[src/rtl/fpcc_pkg.sv]
// Shared types, constants and the CRC byte update of the packet CRC checker.
package fpcc_pkg;

  localparam logic [15:0] CrcPoly      = 16'h1021;
  localparam logic [15:0] CrcSeedReset = 16'hFFFF;
  localparam int unsigned QueueDepth   = 4;
  localparam int unsigned QueuePtrW    = $clog2(QueueDepth);
  localparam int unsigned QueueCntW    = $clog2(QueueDepth + 1);

  // Kind code of a result.
  typedef enum logic {
    KIND_PAYLOAD = 1'b0,
    KIND_SUMMARY = 1'b1
  } kind_e;

  // One result, before packing onto the master-side stream.
  typedef struct packed {
    kind_e       kind;
    logic [7:0]  payload_byte;
    logic        crc_ok;
    logic [15:0] crc_computed;
    logic [15:0] crc_received;
    logic [7:0]  trigger_number;
    logic [3:0]  trigger_flag;
    logic        too_short;
    logic        run_last;
  } result_t;

  // Results made by one input transaction: count, then up to two in order.
  typedef struct packed {
    logic [1:0] num;
    result_t    first;
    result_t    second;
  } push_t;

  // CRC-16 update with one byte, MSB first.
  function automatic logic [15:0] crc_byte(logic [15:0] crc, logic [7:0] b);
    logic [15:0] c;
    c = crc ^ {b, 8'h00};
    for (int k = 0; k < 8; k++) begin
      if (c[15]) begin
        c = {c[14:0], 1'b0} ^ CrcPoly;
      end else begin
        c = {c[14:0], 1'b0};
      end
    end
    return c;
  endfunction

endpackage

[src/rtl/fpcc_core.sv]
// Packet state, CRC update and result building of the packet CRC checker.
module fpcc_core
  import fpcc_pkg::*;
(
  input  logic        clk_i,
  input  logic        rst_ni,
  input  logic        cfg_we_i,
  input  logic [15:0] cfg_wdata_i,
  input  logic        in_fire_i,
  input  logic [7:0]  in_byte_i,
  input  logic        in_last_i,
  input  logic        in_ok_i,
  output push_t       push_o
);

  logic [15:0] seed_q;
  logic [15:0] crc_q, crc_d;
  logic [2:0]  pos_q, pos_d;
  logic [7:0]  dly_q [4];
  logic [15:0] crc_base;
  logic [15:0] crc_cur;
  logic        pay_valid;
  logic        short_pkt;
  logic [15:0] rx_crc;
  result_t     pay_res;
  result_t     sum_res;

  // CRC: the byte two places back enters from the third byte on.
  always_comb begin
    crc_base = (pos_q <= 3'd2) ? seed_q : crc_q;
    crc_cur  = (pos_q >= 3'd2) ? crc_byte(crc_base, dly_q[1]) : crc_base;
  end

  // Payload and summary results of this transaction.
  always_comb begin
    pay_valid = (pos_q >= 3'd6);
    short_pkt = (pos_q < 3'd5);
    rx_crc    = {dly_q[0], in_byte_i};

    pay_res              = '0;
    pay_res.kind         = KIND_PAYLOAD;
    pay_res.payload_byte = dly_q[3];
    pay_res.run_last     = ~in_last_i;

    sum_res                = '0;
    sum_res.kind           = KIND_SUMMARY;
    sum_res.crc_ok         = ~short_pkt & in_ok_i & (crc_cur == rx_crc);
    sum_res.crc_computed   = crc_cur;
    sum_res.crc_received   = rx_crc;
    sum_res.trigger_number = dly_q[1];
    sum_res.trigger_flag   = dly_q[2][7:4];
    sum_res.too_short      = short_pkt;
    sum_res.run_last       = 1'b1;

    push_o = '0;
    if (in_fire_i) begin
      if (pay_valid) begin
        push_o.first  = pay_res;
        push_o.second = sum_res;
        push_o.num    = in_last_i ? 2'd2 : 2'd1;
      end else if (in_last_i) begin
        push_o.first = sum_res;
        push_o.num   = 2'd1;
      end
    end
  end

  // Next packet position and CRC register.
  always_comb begin
    crc_d = crc_cur;
    pos_d = (pos_q < 3'd6) ? pos_q + 3'd1 : pos_q;
    if (in_last_i) begin
      crc_d = seed_q;
      pos_d = '0;
    end
  end

  // Seed register, packet position, CRC and byte delay line.
  always_ff @(posedge clk_i or negedge rst_ni) begin
    if (!rst_ni) begin
      seed_q <= CrcSeedReset;
      crc_q  <= CrcSeedReset;
      pos_q  <= '0;
      for (int i = 0; i < 4; i++) begin
        dly_q[i] <= '0;
      end
    end else begin
      if (cfg_we_i) begin
        seed_q <= cfg_wdata_i;
      end
      if (in_fire_i) begin
        crc_q <= crc_d;
        pos_q <= pos_d;
        if (in_last_i) begin
          for (int i = 0; i < 4; i++) begin
            dly_q[i] <= '0;
          end
        end else begin
          dly_q[3] <= dly_q[2];
          dly_q[2] <= dly_q[1];
          dly_q[1] <= dly_q[0];
          dly_q[0] <= in_byte_i;
        end
      end
    end
  end

endmodule

[src/rtl/fpcc_res_fifo.sv]
// Result queue that takes up to two results a cycle and hands out one.
module fpcc_res_fifo
  import fpcc_pkg::*;
(
  input  logic    clk_i,
  input  logic    rst_ni,
  input  push_t   push_i,
  output logic    room2_o,
  output logic    out_valid_o,
  input  logic    out_ready_i,
  output result_t out_data_o
);

  result_t               mem_q [QueueDepth];
  logic [QueuePtrW-1:0]  wp_q, wp_d;
  logic [QueuePtrW-1:0]  rp_q, rp_d;
  logic [QueueCntW-1:0]  cnt_q, cnt_d;
  logic                  pop;

  // Handshake and occupancy.
  always_comb begin
    out_valid_o = (cnt_q != '0);
    out_data_o  = mem_q[rp_q];
    room2_o     = (cnt_q <= QueueCntW'(QueueDepth - 2));
    pop         = out_valid_o & out_ready_i;
    wp_d        = wp_q + QueuePtrW'(push_i.num);
    rp_d        = rp_q + QueuePtrW'(pop);
    cnt_d       = cnt_q + QueueCntW'(push_i.num) - QueueCntW'(pop);
  end

  // Storage writes; no reset needed on the payload.
  always_ff @(posedge clk_i) begin
    if (push_i.num != 2'd0) begin
      mem_q[wp_q] <= push_i.first;
    end
    if (push_i.num == 2'd2) begin
      mem_q[wp_q + QueuePtrW'(1)] <= push_i.second;
    end
  end

  // Pointers and fill count.
  always_ff @(posedge clk_i or negedge rst_ni) begin
    if (!rst_ni) begin
      wp_q  <= '0;
      rp_q  <= '0;
      cnt_q <= '0;
    end else begin
      wp_q  <= wp_d;
      rp_q  <= rp_d;
      cnt_q <= cnt_d;
    end
  end

endmodule

[src/rtl/fee_packet_crc_checker_unit.sv]
// Top level of the front-end packet CRC checker.
//
// Takes one packet byte per transaction (2 length bytes, payload, 2 trigger bytes,
// 2 CRC bytes, tlast on the final byte) and forwards payload bytes through a
// four-byte delay line, followed at the final byte by a summary with the
// CRC-16/CCITT result (poly 0x1021, seeded from cfg_wdata_i) computed over all
// but the last two bytes. The block takes one transaction per cycle while the
// result queue has room. The final byte of a packet longer than six bytes
// makes two results; these go into a four-entry result queue, and a byte is
// accepted only while the queue has room for two results. The seed may be
// written between packets and takes effect on any packet that has not yet
// seen its third byte.
module fee_packet_crc_checker_unit
  import fpcc_pkg::*;
(
  input  logic        clk_i,
  input  logic        rst_ni,
  input  logic        cfg_we_i,
  input  logic [15:0] cfg_wdata_i,
  input  logic        s_axis_tvalid,
  output logic        s_axis_tready,
  input  logic [7:0]  s_axis_tdata,   // [7:0] data_byte
  input  logic        s_axis_tlast,   // end_of_packet
  input  logic        s_axis_tuser,   // upstream_ok
  output logic        m_axis_tvalid,
  input  logic        m_axis_tready,
  // [7:0] payload_byte, [8] crc_ok, [24:9] crc_computed, [40:25] crc_received,
  // [48:41] trigger_number, [52:49] trigger_flag, [53] too_short, [55:54] zero
  output logic [55:0] m_axis_tdata,
  output logic        m_axis_tlast,   // run_last
  output logic        m_axis_tuser    // kind
);

  push_t   push;
  result_t res;
  logic    room2;
  logic    in_fire;

  assign s_axis_tready = room2;
  assign in_fire       = s_axis_tvalid & room2;

  // Packet state and result building.
  fpcc_core u_core (
    .clk_i       (clk_i),
    .rst_ni      (rst_ni),
    .cfg_we_i    (cfg_we_i),
    .cfg_wdata_i (cfg_wdata_i),
    .in_fire_i   (in_fire),
    .in_byte_i   (s_axis_tdata),
    .in_last_i   (s_axis_tlast),
    .in_ok_i     (s_axis_tuser),
    .push_o      (push)
  );

  // Result queue toward the master side.
  fpcc_res_fifo u_fifo (
    .clk_i       (clk_i),
    .rst_ni      (rst_ni),
    .push_i      (push),
    .room2_o     (room2),
    .out_valid_o (m_axis_tvalid),
    .out_ready_i (m_axis_tready),
    .out_data_o  (res)
  );

  // Pack the result onto the stream.
  assign m_axis_tdata = {2'b00, res.too_short, res.trigger_flag, res.trigger_number,
                         res.crc_received, res.crc_computed, res.crc_ok,
                         res.payload_byte};
  assign m_axis_tlast = res.run_last;
  assign m_axis_tuser = res.kind;

endmodule

[config.mk]
export PLATFORM = sky130hd
export DESIGN_NAME = fee_packet_crc_checker_unit
export DESIGN_NICKNAME = d
export VERILOG_FILES = /design/src/rtl/fpcc_pkg.sv /design/src/rtl/fpcc_core.sv /design/src/rtl/fpcc_res_fifo.sv /design/src/rtl/fee_packet_crc_checker_unit.sv
export SDC_FILE = /design/constraint.sdc
export NUM_CORES = 1
export LEC_CHECK = 0
export BUFFER_PORTS_ARGS = -buffer_cell sky130_fd_sc_hd__clkbuf_2
export CAP_MARGIN = 15
export CORE_MARGIN = 4
export CORE_UTILIZATION = 35
export CTS_BUF_LIST = sky130_fd_sc_hd__clkbuf_4
export DETAILED_ROUTE_END_ITERATION = 12
export SETUP_SLACK_MARGIN = 0.5
export SLEW_MARGIN = 20
export SYNTH_ARGS = -nofsm -noshare
export SYNTH_HDL_FRONTEND = slang
export SYNTH_SLANG_ARGS = --single-unit
[constraint.sdc]
create_clock -name clk_i -period 10.23 [get_ports clk_i]
set_clock_uncertainty 0.05 [all_clocks]
set_input_delay 0 -clock clk_i [delete_from_list [all_inputs] [get_ports clk_i]]
set_output_delay 0 -clock clk_i [all_outputs]
set_load 0.02 [all_outputs]
==> summary.md <==
| Metric | Value |
|---|---|
| Status | finished clean |
| DR vias | 9,305 |
| PwrDens | 265.3 nW/um2 |
| Final Cycle Share | 38.05% |
| Required @ worst endpoint | 10,510 ps |
| Pre-CTS setup slack | 6314 ps |
| Antenna-violating nets left | 0 |
| RR Startpoint | u_fifo.cnt_q[0] |
| Fin area | 16,740 um2 |
| Number of synthesized flops with an enable pin | 192 |
| Resize count post-CTS | 0 |
| Post-Place Cell Area | 14,910 um2 |
| Mapped Cells | 1,097 |
| Via density | 4.965 |
| Slew HR | 27.11% |
| Number of buffers created by CTS | 82 |
| PortBufs | 88 |
| Fin cells | 1,874 |
| Final min period | 3893 ps |
| Sequential Power Share | 38.2% |
| Die Ht | 207.7 um |
| WP data arrival | 4170 ps |
| Startpoint types | flop |
| Post-Syn Area | 13,950 um2 |
| Worst Path Class, Setup | flop to flop |
| HPWL Detailed | 21,300 um |
| Slowest stage delay, CP | 910 ps |
| Global-route wire length before repair | 57,170 um |
| Slew @ Worst Pin | 1090 ps |
| Share of layout cells above drive strength 1 | 27.03% |
| Max-slew violations | 0 |
| CP max stage cell | and2_2 |
| Final hold violation count | 0 |
| Skew-Pair Late Insertion Delay | 740 ps |
| Net switching power figure | 1709 uW |
| Peak VDD IR | 0.1725 mV |
| Root Driver | clkbuf_4 |
| Pin count of the biggest net entering global routing | 70 |
| # DRC | 0 |
| Placer Congestion | 0.8366 |
| Area leader, netlist | edfxtp_1 |
| Cts hold-fix bufs | 77 |
| Worst path cell trace | a21oi_1, and2_2, nand2_1, or3_1, nand2b_2, buf_4 |
| Synth unique cells | 64 |
| Syn. warnings | 0 |
| First DRT Iteration DRCs | 762 |
| Stages on worst setup path | 6 |
| Setup TNS | 0 ps |
| Total global-route track usage | 16.79% |
| Mean Syn Cell Area | 12.72 um2 |
| Finish-stage setup viols | 0 |
| Routed WL per cell | 19.10 um |
| Reg clk slew, reported paths | 60 ps |
| Total gr overflow | 0 |
| Number of post-CTS setup repair buffers | 0 |
| Most used DFF post-synth | edfxtp_1 |
| IO Count | 91 |
| Crit path buf inv count | 1 |
| Leak pwr | 0.006520 uW |
| Core Region | 39,010 um2 |
| Initial antenna violation count | 2 |
| Max_cap viols | 0 |
| Aggregate routed wire length | 35,790 um |
| Area contributors post-synth | edfxtp_1, mux4_2, dfrtp_1, dfstp_2, and2_1 |
| Drt first pass iters | 5 |
| # rows | 72 |
| Most common cell after layout, fill and taps aside | edfxtp_1 |
| Worst Hold Class | input pin to asynchronous set/reset pin |
| Die ar. | 43,120 um2 |
| Clk pwr share | 23.7% |
| CTS H-tree depth | 3 |
| Die Wd | 207.7 um |
| Switching Share | 38.49% |
| Register bit total from synthesis | 298 |
| Crit-path max FO | 51 |
| CP startpoint | u_fifo.cnt_q[0] |
| CP top delay family | simple AND/OR/NAND/NOR gates |
| RSZ-0062 raised after global routing | no |
| Post-synth ARST share | 24.83% |
| Placed cell count | 1,646 |
| Synth top area share | 41.32% |
| Sink Count | 298 |
| Setup ws final | 6337 ps |
| CTS tree | done |
| Worst reg2reg path depth | 6 |
| Crit. End Element | flop |
| Area Growth Syn to Fin | 19.96% |
| Fmax | 256.9 MHz |
| Gate power share | 38.1% |
| Worst Hold Margin | 82.78 ps |
| Most frequent cells in the layout | edfxtp_1, nor2_1, clkbuf_4 |
| Register area share after synthesis | 59.47% |
| Longest Clk Path Bufs | 3 |
| Int Pwr | 2731 uW |
| Layout Nets | 1,330 |
| Vias in the first global route | 9,829 |
| Initial core utilization | 35.77% |
[path summary, 6_finish.rpt]
| path | slack (ps) | to |
|---|---|---|
| max | 6340 | u_fifo.mem_q[2][6] |
| min | 80 | u_core.seed_q[4] |
| max reg2reg | 6340 | u_fifo.mem_q[2][6] |
| min reg2reg | 430 | u_core.dly_q[11] |
| max in group asynchronous | 9730 | u_fifo.rp_q[0] |
| min in group clk_i | 160 | u_fifo.rp_q[0] |
[Yosys cell counts (23+ instances only)]
cell type,n
dfrtp_1,42
nand3b_1,31
mux2i_1,27
and2_1,108
nor2_1,146
clkbuf_1,56
o21ai_0,23
edfxtp_1,192
nand2_1,107
dfxtp_1,32
a21oi_1,40
mux4_2,56
dfstp_2,32
[cell type report]
class                           count  area (um2)
Timing Repair Buffer              180        1344
Antenna cell                        2       5.005
Inverter                           13       48.80
Tap cell                          518       648.1
Sequential cell                   298        8303
Multi-Input combinational cell    714        5353
Clock buffer                      112       840.8
Clock inverter                     37       195.2
Fill cell                        3665       22270
[flip-flops by register name, indices dropped and copies added (netlist names)]
register / count
u_fifo.rp_q: 2
u_core.seed_q: 16
u_fifo.mem_q: 224
u_core.dly_q: 32
u_fifo.wp_q: 2
u_core.pos_q: 3
u_core.crc_q: 16
u_fifo.cnt_q: 3
[metal layers]
layer / up-vias / GRT usage (%) / wire length (um)
met5: - / 0 / 0
met4: 0 / 5.980 / 871
met3: 68 / 3.733 / 1989
met2: 272 / 27.01 / 17160
met1: 4609 / 22.57 / 15770
li1: 4356 / - / -
[through the flow]
step	utilization (%)	total power [uW]
after floorplan	-	2878
after global placement	38.21	3373
after detailed placement	38.22	3388
after CTS	42.90	4510
after global routing	42.91	4738
final	42.91	4441
[cells by family after synthesis]
group	share of synthesized area [%]
and+or+nand+nor	15.27
DFF	59.47
xor gates and xnor gates	3.506
muxes	12.90
buffers and inverters	2.448
other	0.02688
adders and majority gates	0.9506
AOI/OAI and AO/OA	5.417
[power groups by stage]
stage          Combinational, uW  Clock, uW  Sequential (uW)
3_5_place_dp                1670          0             1720
2_1_floorplan               1300          0             1580
5_1_grt                     1850       1160             1730
3_3_place_gp                1650          0             1720
6_report                    1690       1050             1700
4_1_cts                     1720       1090             1700
Note: power is estimated with default switching activity, not from simulation.
